### src/rtl/core/dhr_pkg.sv
// Shared constants, types and helpers of the decimating history recorder.
`timescale 1ns / 1ps
`default_nettype none
package dhr_pkg;

	localparam int DEPTH     = 1024;
	localparam int ADDR_W    = $clog2(DEPTH);
	localparam int CNT_W     = $clog2(DEPTH + 1);
	localparam int SRC_W     = $clog2(DEPTH + 4);
	localparam int WORD_W    = 32;
	localparam int LIM_W     = 11;
	localparam int ENTRY_W   = 11;
	localparam int POW_W     = 5;
	localparam int RIDX_W    = 10;
	localparam int MAX_POWER = 16;
	localparam int STRIDE    = 4;

	localparam logic [LIM_W-1:0] LIMIT_RESET = LIM_W'(1024);

	typedef enum logic {
		ALU_ADD = 1'b0,
		ALU_SUB = 1'b1
	} alu_op_t;

	typedef struct packed {
		alu_op_t             op;
		logic [WORD_W-1:0]   a;
		logic [WORD_W-1:0]   b;
	} alu_req_t;

	typedef struct packed {
		logic [WORD_W-1:0]   sum;
		logic                carry;
	} alu_rsp_t;

	typedef struct packed {
		logic [WORD_W-1:0]   total;
		logic [WORD_W-1:0]   motion;
		logic [WORD_W-1:0]   field;
		logic [WORD_W-1:0]   stamp;
	} entry_t;

	typedef struct packed {
		logic                wr_en;
		logic [ADDR_W-1:0]   wr_addr;
		entry_t              wr_data;
		logic                rd_en;
		logic [ADDR_W-1:0]   rd_addr;
	} mem_req_t;

	typedef struct packed {
		logic                recorded;
		logic                combed;
		logic                index_valid;
		logic [ENTRY_W-1:0]  entry_count;
		logic [POW_W-1:0]    interval_exponent;
		entry_t              data;
	} result_t;

	// clamp the comb threshold to [4, DEPTH]
	function automatic logic [CNT_W-1:0] clamp_limit(logic [LIM_W-1:0] v);
		logic [CNT_W-1:0] r;
		if (int'(v) < STRIDE) begin
			r = CNT_W'(STRIDE);
		end else if (int'(v) > DEPTH) begin
			r = CNT_W'(DEPTH);
		end else begin
			r = CNT_W'(v);
		end
		return r;
	endfunction

endpackage
`default_nettype wire

### src/rtl/core/dhr_alu.sv
// Shared 32-bit add/subtract unit with carry out.
`timescale 1ns / 1ps
`default_nettype none
module dhr_alu
	import dhr_pkg::*;
(
	input  alu_req_t req,
	output alu_rsp_t rsp
);

	logic [WORD_W:0] wide;

	always_comb begin
		unique case (req.op)
			ALU_ADD: wide = {1'b0, req.a} + {1'b0, req.b};
			ALU_SUB: wide = {1'b0, req.a} + {1'b0, ~req.b} + (WORD_W+1)'(1);
			default: wide = '0;
		endcase
	end

	// for subtract, carry set means a >= b
	assign rsp.sum   = wide[WORD_W-1:0];
	assign rsp.carry = wide[WORD_W];

endmodule
`default_nettype wire

### src/rtl/core/dhr_seq.sv
// Sequencer: record, comb and read steps around the shared adder.
`timescale 1ns / 1ps
`default_nettype none
module dhr_seq
	import dhr_pkg::*;
(
	input  wire logic                 clk,
	input  wire logic                 arst_n,
	input  wire logic [LIM_W-1:0]     limit,
	input  wire logic                 in_valid,
	output logic                      in_ready,
	input  wire logic                 in_kind,
	input  wire logic [WORD_W-1:0]    in_iteration,
	input  wire logic [WORD_W-1:0]    in_time,
	input  wire logic [WORD_W-1:0]    in_field,
	input  wire logic [WORD_W-1:0]    in_motion,
	input  wire logic [RIDX_W-1:0]    in_read_index,
	output mem_req_t                  mem_req,
	input  entry_t                    mem_rd_data,
	output logic                      res_valid,
	input  wire logic                 res_free,
	output result_t                   res
);

	typedef enum logic [9:0] {
		ST_IDLE  = 10'b0000000001,
		ST_CHECK = 10'b0000000010,
		ST_CMP   = 10'b0000000100,
		ST_CRD   = 10'b0000001000,
		ST_CWR   = 10'b0000010000,
		ST_CEND  = 10'b0000100000,
		ST_SUM   = 10'b0001000000,
		ST_RRD   = 10'b0010000000,
		ST_RDAT  = 10'b0100000000,
		ST_DONE  = 10'b1000000000
	} state_t;

	state_t             state_q;
	logic [CNT_W-1:0]   count_q;
	logic [POW_W-1:0]   power_q;
	logic [SRC_W-1:0]   src_q;
	logic [ADDR_W-1:0]  dst_q;
	logic               kind_q;
	logic [WORD_W-1:0]  iter_q;
	logic [WORD_W-1:0]  time_q;
	logic [WORD_W-1:0]  field_q;
	logic [WORD_W-1:0]  motion_q;
	logic [RIDX_W-1:0]  ridx_q;
	logic               rec_q;
	logic               comb_q;
	logic               ivld_q;
	entry_t             data_q;

	alu_req_t           alu_req;
	alu_rsp_t           alu_rsp;
	logic [WORD_W-1:0]  iter_mask;
	logic [WORD_W-1:0]  total;
	logic               take;
	logic               ridx_ok;
	logic               accept;

	dhr_alu u_alu (
		.req (alu_req),
		.rsp (alu_rsp)
	);

	assign accept    = in_valid && in_ready;
	assign in_ready  = (state_q == ST_IDLE);
	assign iter_mask = ~({WORD_W{1'b1}} << {power_q, 1'b0});
	assign total     = alu_rsp.carry ? {WORD_W{1'b1}} : alu_rsp.sum;
	assign take      = ((iter_q & iter_mask) == '0) && (count_q < CNT_W'(DEPTH));
	assign ridx_ok   = (32'(ridx_q) < 32'(count_q)) && (32'(ridx_q) < DEPTH);

	always_comb begin
		alu_req.op = ALU_ADD;
		alu_req.a  = field_q;
		alu_req.b  = motion_q;
		if (state_q == ST_CMP) begin
			alu_req.op = ALU_SUB;
			alu_req.a  = 32'(src_q);
			alu_req.b  = 32'(count_q);
		end else if (state_q == ST_CRD) begin
			alu_req.a  = 32'(src_q);
			alu_req.b  = 32'(STRIDE);
		end
	end

	always_comb begin
		mem_req.wr_en   = 1'b0;
		mem_req.wr_addr = dst_q;
		mem_req.wr_data = mem_rd_data;
		mem_req.rd_en   = 1'b0;
		mem_req.rd_addr = ADDR_W'(src_q);
		unique case (state_q)
			ST_CRD:  mem_req.rd_en = 1'b1;
			ST_CWR:  mem_req.wr_en = 1'b1;
			ST_SUM: begin
				mem_req.wr_en   = take;
				mem_req.wr_addr = ADDR_W'(count_q);
				mem_req.wr_data = '{total: total, motion: motion_q,
				                    field: field_q, stamp: time_q};
			end
			ST_RRD: begin
				mem_req.rd_en   = ridx_ok;
				mem_req.rd_addr = ADDR_W'(ridx_q);
			end
			default: ;
		endcase
	end

	always_ff @(posedge clk or negedge arst_n) begin
		if (!arst_n) begin
			state_q <= ST_IDLE;
			count_q <= '0;
			power_q <= '0;
		end else begin
			unique case (state_q)
				ST_IDLE: if (accept) state_q <= in_kind ? ST_RRD : ST_CHECK;
				ST_CHECK: state_q <= (count_q >= clamp_limit(limit)) ? ST_CMP : ST_SUM;
				ST_CMP:  state_q <= alu_rsp.carry ? ST_CEND : ST_CRD;
				ST_CRD:  state_q <= ST_CWR;
				ST_CWR:  state_q <= ST_CMP;
				ST_CEND: begin
					count_q <= count_q >> 2;
					if (int'(power_q) < MAX_POWER) begin
						power_q <= power_q + POW_W'(1);
					end
					state_q <= ST_SUM;
				end
				ST_SUM: begin
					if (take) begin
						count_q <= count_q + CNT_W'(1);
					end
					state_q <= ST_DONE;
				end
				ST_RRD:  state_q <= ridx_ok ? ST_RDAT : ST_DONE;
				ST_RDAT: state_q <= ST_DONE;
				ST_DONE: if (res_free) state_q <= ST_IDLE;
				default: state_q <= ST_IDLE;
			endcase
		end
	end

	// payload and per-item flags
	always_ff @(posedge clk) begin
		if (accept) begin
			kind_q   <= in_kind;
			iter_q   <= in_iteration;
			time_q   <= in_time;
			field_q  <= in_field;
			motion_q <= in_motion;
			ridx_q   <= in_read_index;
			rec_q    <= 1'b0;
			comb_q   <= 1'b0;
			ivld_q   <= 1'b0;
			data_q   <= '0;
		end
		unique case (state_q)
			ST_CHECK: begin
				src_q <= SRC_W'(STRIDE);
				dst_q <= ADDR_W'(1);
			end
			ST_CRD:  src_q <= SRC_W'(alu_rsp.sum);
			ST_CWR:  dst_q <= dst_q + ADDR_W'(1);
			ST_CEND: comb_q <= 1'b1;
			ST_SUM:  rec_q <= take;
			ST_RRD:  ivld_q <= ridx_ok;
			ST_RDAT: data_q <= mem_rd_data;
			default: ;
		endcase
	end

	assign res_valid             = (state_q == ST_DONE);
	assign res.recorded          = rec_q && !kind_q;
	assign res.combed            = comb_q;
	assign res.index_valid       = ivld_q;
	assign res.entry_count       = ENTRY_W'(count_q);
	assign res.interval_exponent = power_q;
	assign res.data              = data_q;

endmodule
`default_nettype wire

### config.mk
export PLATFORM = sky130hd
export DESIGN_NAME = dhr_seq
export DESIGN_NICKNAME = d
export VERILOG_FILES = /design/src/rtl/core/dhr_pkg.sv /design/src/rtl/core/dhr_alu.sv /design/src/rtl/core/dhr_seq.sv
export SDC_FILE = /design/constraint.sdc
export NUM_CORES = 1
export LEC_CHECK = 0
export BUFFER_PORTS_ARGS = -buffer_cell sky130_fd_sc_hd__clkbuf_2
export CAP_MARGIN = 20
export CORE_ASPECT_RATIO = 0.6
export CORE_MARGIN = 2
export CORE_UTILIZATION = 40
export DETAILED_ROUTE_END_ITERATION = 8
export GPL_ROUTABILITY_DRIVEN = 0
export PLACE_DENSITY = 0.64
export SLEW_MARGIN = 10
export SYNTH_ARGS = -nofsm -noshare
export SYNTH_HDL_FRONTEND = slang
export SYNTH_HIERARCHICAL = 1
export SYNTH_SLANG_ARGS = --single-unit
### constraint.sdc
create_clock -name clk -period 32.3 [get_ports clk]
set_input_delay 1.615 -clock clk [delete_from_list [all_inputs] [get_ports clk]]
set_output_delay 1.615 -clock clk [all_outputs]
set_load 0.05 [all_outputs]
==> results.toml, run 1 <==
[outcome]
outcome = "finished clean"

[synth]
ys_types = 85
syn_nets = 2249
ys_warn_count = 6
syn_area_sq_um = 18220
synth_ff_type = "edfxtp_1"
yosys.area_share.xor_xnor_pct = 1.970
avgSynthCellArea_sq_um = 9.719
synthSimpleGateAreaFrac_pct = 23.12
synth_top_family_by_area = "simple AND/OR/NAND/NOR gates"
async_flop_share_pct = 8.202
synth_seq_cells = 317
yosys-top-cells-area = "edfxtp_1, nand2_1, ha_1, and2_1, dfrtp_1"
yosys.area.top_type = "edfxtp_1"
synthMuxAreaShare_pct = 1.064
yosysSeqAreaShare_pct = 51.47
syn_inst = 1875
yosys.area.top_type_share_pct = 47.79
synth_compound_area_share_pct = 12.08
synth_edf_count = 290
synth_adder_area_share_pct = 6.399

[global_routing]
grt_first_pass_wirelength_microns = 94250
grt_max_degree = 105
grt_pass1_vias = 15700
grt_usage_pct = 25.96
antenna_found_initial = 3
grt-ovfl-total = 0

[final_layout]
layout-drive-gt1-share_pct = 28.12
nets = 2779
final_cell_area_sq_um = 22580
area_delta_synth_final_pct = 23.90
fin_cells = 3020

[floorplanning]
fp.dieH_microns = 169.3
coreArea_sq_um = 44890
die_area_sq_um = 47340
io_pins = 581
fp.dieW_microns = 279.6
rows = 60
start_util_pct = 40.59

[power]
ir_worst_vdd_mv = 0.03911
p_leak_uw = 0.01027
p_total_uw = 1723
power_density_nw_per_um2 = 76.29

[clock_tree]
numCtsBuffers = 31
clkLatencyLatePin_ns = 0.60
cts.sinks = 317
post_cts_resized = 0
clock-root-buffer = "clkbuf_16"
clk_pin_slew_ns = 0.07
cts_tree = "built"
cts_setup_buffers = 0
hold_buffers = 0
clk_path_buf_depth = 3
h-tree-depth = 1

[timing]
setup_violations = 0
max_slew_margin_pct = 25.49
hold_viol = 0
period_share_pct = 26.66
period_needed_ns = 8.611
tns_ns = 0
skew_ns = 0.02172
setup_ws_ns = 23.69
rsz0062_at_grt = "no"
tightestPinTransition_ns = 1.113
fmax_ghz = 0.1161
drv_slew = 0

[worst_setup_path]
worstPathArrival_ns = 7.00
worst-setup-path-type = "reg -> out"
crit_fanout = 59
worstPathRequired_ns = 30.68
cp-start-kind = "register"
crit_path_end_kind = "output pin"

[route]
vias = 16390
drtPass1Iterations = 6
drtIter0Drc = 1734
drc = 0
detail-route-antenna-nets = 0
wl_microns = 63690
wire_per_inst_microns = 21.09
viasPerCell = 5.425

[placed_design]
place_ws_ns = 24.49
port_buffers = 580
post_dp_cell_area_sq_um = 21610
placedCellCount = 2960
dp_hpwl_microns = 49430

[hold_path]
hp-class = "reg -> reg"

[flow_run]
max_cap_viol_count = 0
## worst max-delay path, cell delays in order (launching register included)
cell      delay, ns
dfrtp_1        0.44
or4_1          0.57
nor4_1         0.33
and2b_2        0.36
and2_2         0.18
buf_4          0.51
a22o_1         0.28
inv_1          0.05
ha_1           0.41
nor4_1         0.48
nand3_1        0.13
a211oi_1       0.24
nor3_1         0.10
o41ai_1        0.55
a221o_1        0.28
a31oi_1        0.11
a21oi_2        0.40
buf_4          0.38
o21ai_0        0.15
nand2_1        0.10
clkbuf_2       0.28
## metal layers
metal  vias to the layer above  share of wire [%]  track usage (%)
met1                      7757                 44            37.25
met3                       105                 11            7.048
met2                       893                 43            38.40
li1                       7630                  -                -
met5                         -                  0                0
met4                         0                2.9            7.370
## where the power goes
group	internal (uW)	switching [uW]	total [uW]
Combinational	188	576	764
Clock	187	163	350
Sequential	563	44.6	608
## synth_stat cells, types with 9 or more instances
cell type and number:
clkbuf_1 83, xnor2_1 32, nand2b_1 14, dfrtp_1 25, o31ai_1 21, mux2_2 11
a21o_1 14, inv_1 79, nand2_1 453, xor2_1 9, nor2_1 86, nor2b_1 16
ha_1 90, and3_1 18, o22ai_1 13, nor3_1 27, o21ai_0 88, nand3_1 34
a21oi_1 91, edfxtp_1 290, and2_1 176, nor4_1 17, a211oi_1 16, a22o_1 10
## flip-flops by register name, indices dropped and copies added (netlist names), 10 cells and up
signal	flops
res	128
field_q	32
iter_q	32
motion_q	32
time_q	32
count_q	11
src_q	11
dst_q	10
ridx_q	10
state_q	10
## through the flow
step | hold WS [ns] | util, %
floorplan | 0.4228 | -
CTS | 0.4463 | 50.22
global route | 0.4607 | 50.29
detailed placement | 0.4350 | 48.13
finish | 0.4452 | 50.30
global placement | 0.4339 | 48.13
## layout make-up
cell class | count | area [sq um]
diodes | 2 | 5.005
clock buffers | 45 | 828.3
clock inverters | 12 | 110.1
fillers | 4242 | 22310
inverters | 83 | 316.6
multi-input cells | 1379 | 8182
flip-flops and latches | 317 | 9380
well taps | 589 | 737.0
repair buffers | 593 | 3020
## kinds of logic (layout without fill, tap and decap cells)
family,after synthesis,after routing
other,0,2
buffers and inverters,179,733
DFF,317,317
AOI/OAI and AO/OA,340,340
xor gates and xnor gates,41,41
and+or+nand+nor,888,888
muxes,18,18
adders and majority gates,92,92
## final timing paths
| path | startpoint | to | slack, ns | cells after the start |
|---|---|---|---|---|
| hold / removal | comb_q$_SDFFE_PP1P_ | comb_q$_SDFFE_PP1P_ | 0.45 | 2 |
| min in group asynchronous | arst_n | count_q[10]$_DFFE_PN0P_ | 1.08 | 1 |
| setup / recovery | state_q[1]$_DFFE_PN0P_ | mem_req[125] | 23.69 | 20 |
| hold reg to reg | comb_q$_SDFFE_PP1P_ | comb_q$_SDFFE_PP1P_ | 0.45 | 2 |
| setup reg to reg | state_q[1]$_DFFE_PN0P_ | state_q[5]$_DFFE_PN0P_ | 26.53 | 17 |
| max in group asynchronous | arst_n | count_q[1]$_DFFE_PN0P_ | 30.74 | 1 |
## layout by cell type (no fill, tap or decap), types with 32 or more instances in the layout
cell | synthesis | final
o21ai_0 | 88 | 87
a21oi_1 | 91 | 90
nand2_1 | 453 | 453
and2_1 | 176 | 175
clkbuf_2 | 0 | 580
xnor2_1 | 32 | 32
nand3_1 | 34 | 33
ha_1 | 90 | 90
inv_1 | 79 | 78
edfxtp_1 | 290 | 290
nor2_1 | 86 | 85
No activity file was read; power rests on OpenSTA's default activity.
==> inputs of run 2 (changes only) <==
--- a/config.mk
+++ b/config.mk
@@ -5,6 +5,7 @@
 export SDC_FILE = /design/constraint.sdc
 export NUM_CORES = 1
 export LEC_CHECK = 0
+export ABC_AREA = 1
 export BUFFER_PORTS_ARGS = -buffer_cell sky130_fd_sc_hd__clkbuf_2
 export CAP_MARGIN = 20
 export CORE_ASPECT_RATIO = 0.6
@@ -12,7 +13,7 @@
 export CORE_UTILIZATION = 40
 export DETAILED_ROUTE_END_ITERATION = 8
 export GPL_ROUTABILITY_DRIVEN = 0
-export PLACE_DENSITY = 0.64
+export PLACE_DENSITY = 0.66
 export SLEW_MARGIN = 10
 export SYNTH_ARGS = -nofsm -noshare
 export SYNTH_HDL_FRONTEND = slang
==> constraint.sdc (replaced) <==
create_clock -name clk -period 7.4 [get_ports clk]
set_input_delay 0.37 -clock clk [delete_from_list [all_inputs] [get_ports clk]]
set_output_delay 0.37 -clock clk [all_outputs]
set_load 0.05 [all_outputs]
==> results.toml, run 2 <==
[placed_design]
port_buffers = 580
place_ws_ns = 1.716
placedCellCount = 3823
dp_hpwl_microns = 60880

[synth]
avgSynthCellArea_sq_um = 7.682
yosysSeqAreaShare_pct = 46.20
syn_nets = 3017
synth_edf_count = 290
synth_seq_cells = 317
ys_types = 46
ys_warn_count = 6
synth_commonest_cells = "nand2_1, inv_1, edfxtp_1"
yosys.area.top_type = "edfxtp_1"
syn_inst = 2643
synth_most_common_cell = "nand2_1"
yosys-top-cells-area = "edfxtp_1, nand2_1, inv_1, ha_1, o21ai_0"
yosys.area.top_type_share_pct = 42.89
syn_area_sq_um = 20300
synth_ff_type = "edfxtp_1"
async_flop_share_pct = 8.202

[timing]
drv_slew = 0
hold_viol = 0
setup_violations = 0
tightestPinTransition_ns = 1.376
skew_ns = 0.02512
period_needed_ns = 6.390
fmax_ghz = 0.1565
tns_ns = 0
max_slew_margin_pct = 8.274
period_share_pct = 86.35
rsz0062_at_grt = "no"
setup_ws_ns = 1.010

[power]
ir_worst_vdd_mv = 0.2811
power_density_nw_per_um2 = 351.4
p_leak_uw = 0.01332
p_total_uw = 9160

[route]
viasPerCell = 5.015
vias = 20130
detail-route-antenna-nets = 0
wire_per_inst_microns = 19.35
drtPass1Iterations = 6
drc = 0
wl_microns = 77670
drtIter0Drc = 2505

[hold_path]
holdPathEnd = "iter_q[12]$_DFFE_PP_"
hold_depth = 1
hold_start = "in_iteration[12]"
hp-class = "in -> reg"

[worst_setup_path]
critPathSlowestCell = "fa_1"
reg2reg_slack_ns = 2.11
path_cells = "nor2_1, nand2_1, nor2_1, nand2_1, nand2_2, inv_2, buf_16, nand2_1, o21ai_0, ha_1, fa_1, o21ai_1, nand2_1, nand2_1, nand3_1, nand3_1, a21oi_1, nor2_2, buf_4, o21ai_0, o21ai_0, clkbuf_2"
rr_startpoint = "state_q[4]$_DFFE_PN0P_"
worstPathRequired_ns = 7.03
crit_fanout = 33
worstPathArrival_ns = 6.02
rr_worst_depth = 19
crit_buf_inv = 4
crit_path_end_kind = "output pin"
r2r_end = "src_q[8]$_SDFFCE_PN0P_"
critPathMaxStageDelay_ns = 0.46
worst-setup-path-type = "reg -> out"
cpLargestDelayFamily = "simple AND/OR/NAND/NOR gates"
cpMostUsedCell = "nand2_1"
cp-start-kind = "register"

[floorplanning]
die_area_sq_um = 52640
io_pins = 581
start_util_pct = 40.82
coreArea_sq_um = 49740
fp.dieH_microns = 178.5
rows = 63
fp.dieW_microns = 294.9

[final_layout]
layout_common_cells = "nand2_1, clkbuf_2, inv_1"
largest_reg_flops = 128
final_util_pct = 52.40
nets = 3677
seqCellArea_sq_um = 9380
fin_cells = 4013
multi_input_area_sq_um = 8542
fillers = 4730
area_delta_synth_final_pct = 28.38
layout-drive-gt1-share_pct = 21.69
final_common_cell = "nand2_1"

[global_routing]
grt_max_degree = 243
grt-ovfl-total = 0
grt_usage_pct = 28.50
grt_pass1_vias = 18420
antenna_found_initial = 4
grt_first_pass_wirelength_microns = 111400

[clock_tree]
clk_path_buf_depth = 3
post_cts_resized = 0
hold_buffers = 117
clk_pin_slew_ns = 0.07
h-tree-depth = 2
clkLatencyLatePin_ns = 0.54
numCtsBuffers = 34
cts_setup_buffers = 0
cts.sinks = 317
clock-root-buffer = "clkbuf_16"
cts_tree = "built"

[flow_run]
max_cap_viol_count = 0

[outcome]
outcome = "finished clean"
[run 2: cell types whose count changed in the layout (fill, tap and decap cells not counted), sizes merged, moves of 19 or more]
cell,previous run,this run
o21ai,93,234
a21oi,91,59
and2,177,9
nand3,34,105
nand2,453,793
nand4,6,32
o31ai,21,2
nor2,87,293
inv,83,499
xnor2,32,2
dlygate4sd3,0,125
[run 2: worst max-delay path by stage]
stage          cells past startpoint                   end  slack [ns]                   start
6_report                          22          mem_req[107]        1.01  state_q[4]$_DFFE_PN0P_
3_3_place_gp                      22          mem_req[116]        1.84  state_q[0]$_DFFE_PN1P_
5_1_grt                           22          mem_req[117]        0.54  state_q[5]$_DFFE_PN0P_
2_1_floorplan                      5  res[0]$_SDFFCE_PN0P_        1.81  state_q[4]$_DFFE_PN0P_
3_5_place_dp                      22          mem_req[117]        1.72  state_q[0]$_DFFE_PN1P_
4_1_cts                           21          mem_req[117]        1.09  state_q[4]$_DFFE_PN0P_
[run 2: power breakdown]
part / leakage (uW) / total, uW / internal, uW / switching, uW
registers: 0.00310 / 2740 / 2510 / 234
clock network: 0.000558 / 1790 / 1020 / 765
logic: 0.00966 / 4630 / 1050 / 3580
total: 0.0133 / 9160 / 4580 / 4580
[run 2: metrics by stage]
stage / hold slack, ns / instance area (sq um)
after floorplan: 0.07441 / 20300
after global placement: 0.4307 / 23630
after detailed placement: 0.4388 / 23630
after CTS: 0.00005712 / 25950
after global routing: 0.002419 / 26070
final: 0.02044 / 26070
[run 2: routing by layer]
metal | share of wire (%) | wire (microns) | vias to the layer above | GRT usage (%)
li1 | - | - | 9657 | -
met1 | 43 | 33230 | 9210 | 40.66
met2 | 41 | 31850 | 1148 | 39.86
met3 | 14 | 10760 | 105 | 11.72
met4 | 2.3 | 1754 | 6 | 6.356
met5 | 0.091 | 71 | - | 0.5629
[run 2: layout make-up]
type	count	area share (%)
clock inverter	22	0.9745
inverter	496	7.162
sequential	317	35.99
clock buffer	40	3.432
tap	682	3.274
timing repair buffer	716	16.38
multi-input combinational	1738	32.77
antenna	2	0.01920
[run 2: logic make-up after synthesis]
group                      after synthesis  share of synthesized area (%)
DFF                                    317                          46.20
and+or+nand+nor                       1292                          26.30
AOI/OAI and AO/OA                      317                          8.178
muxes                                    9                         0.4992
xor gates and xnor gates                28                          1.208
adders and majority gates               92                          5.744
buffers and inverters                  588                          11.87
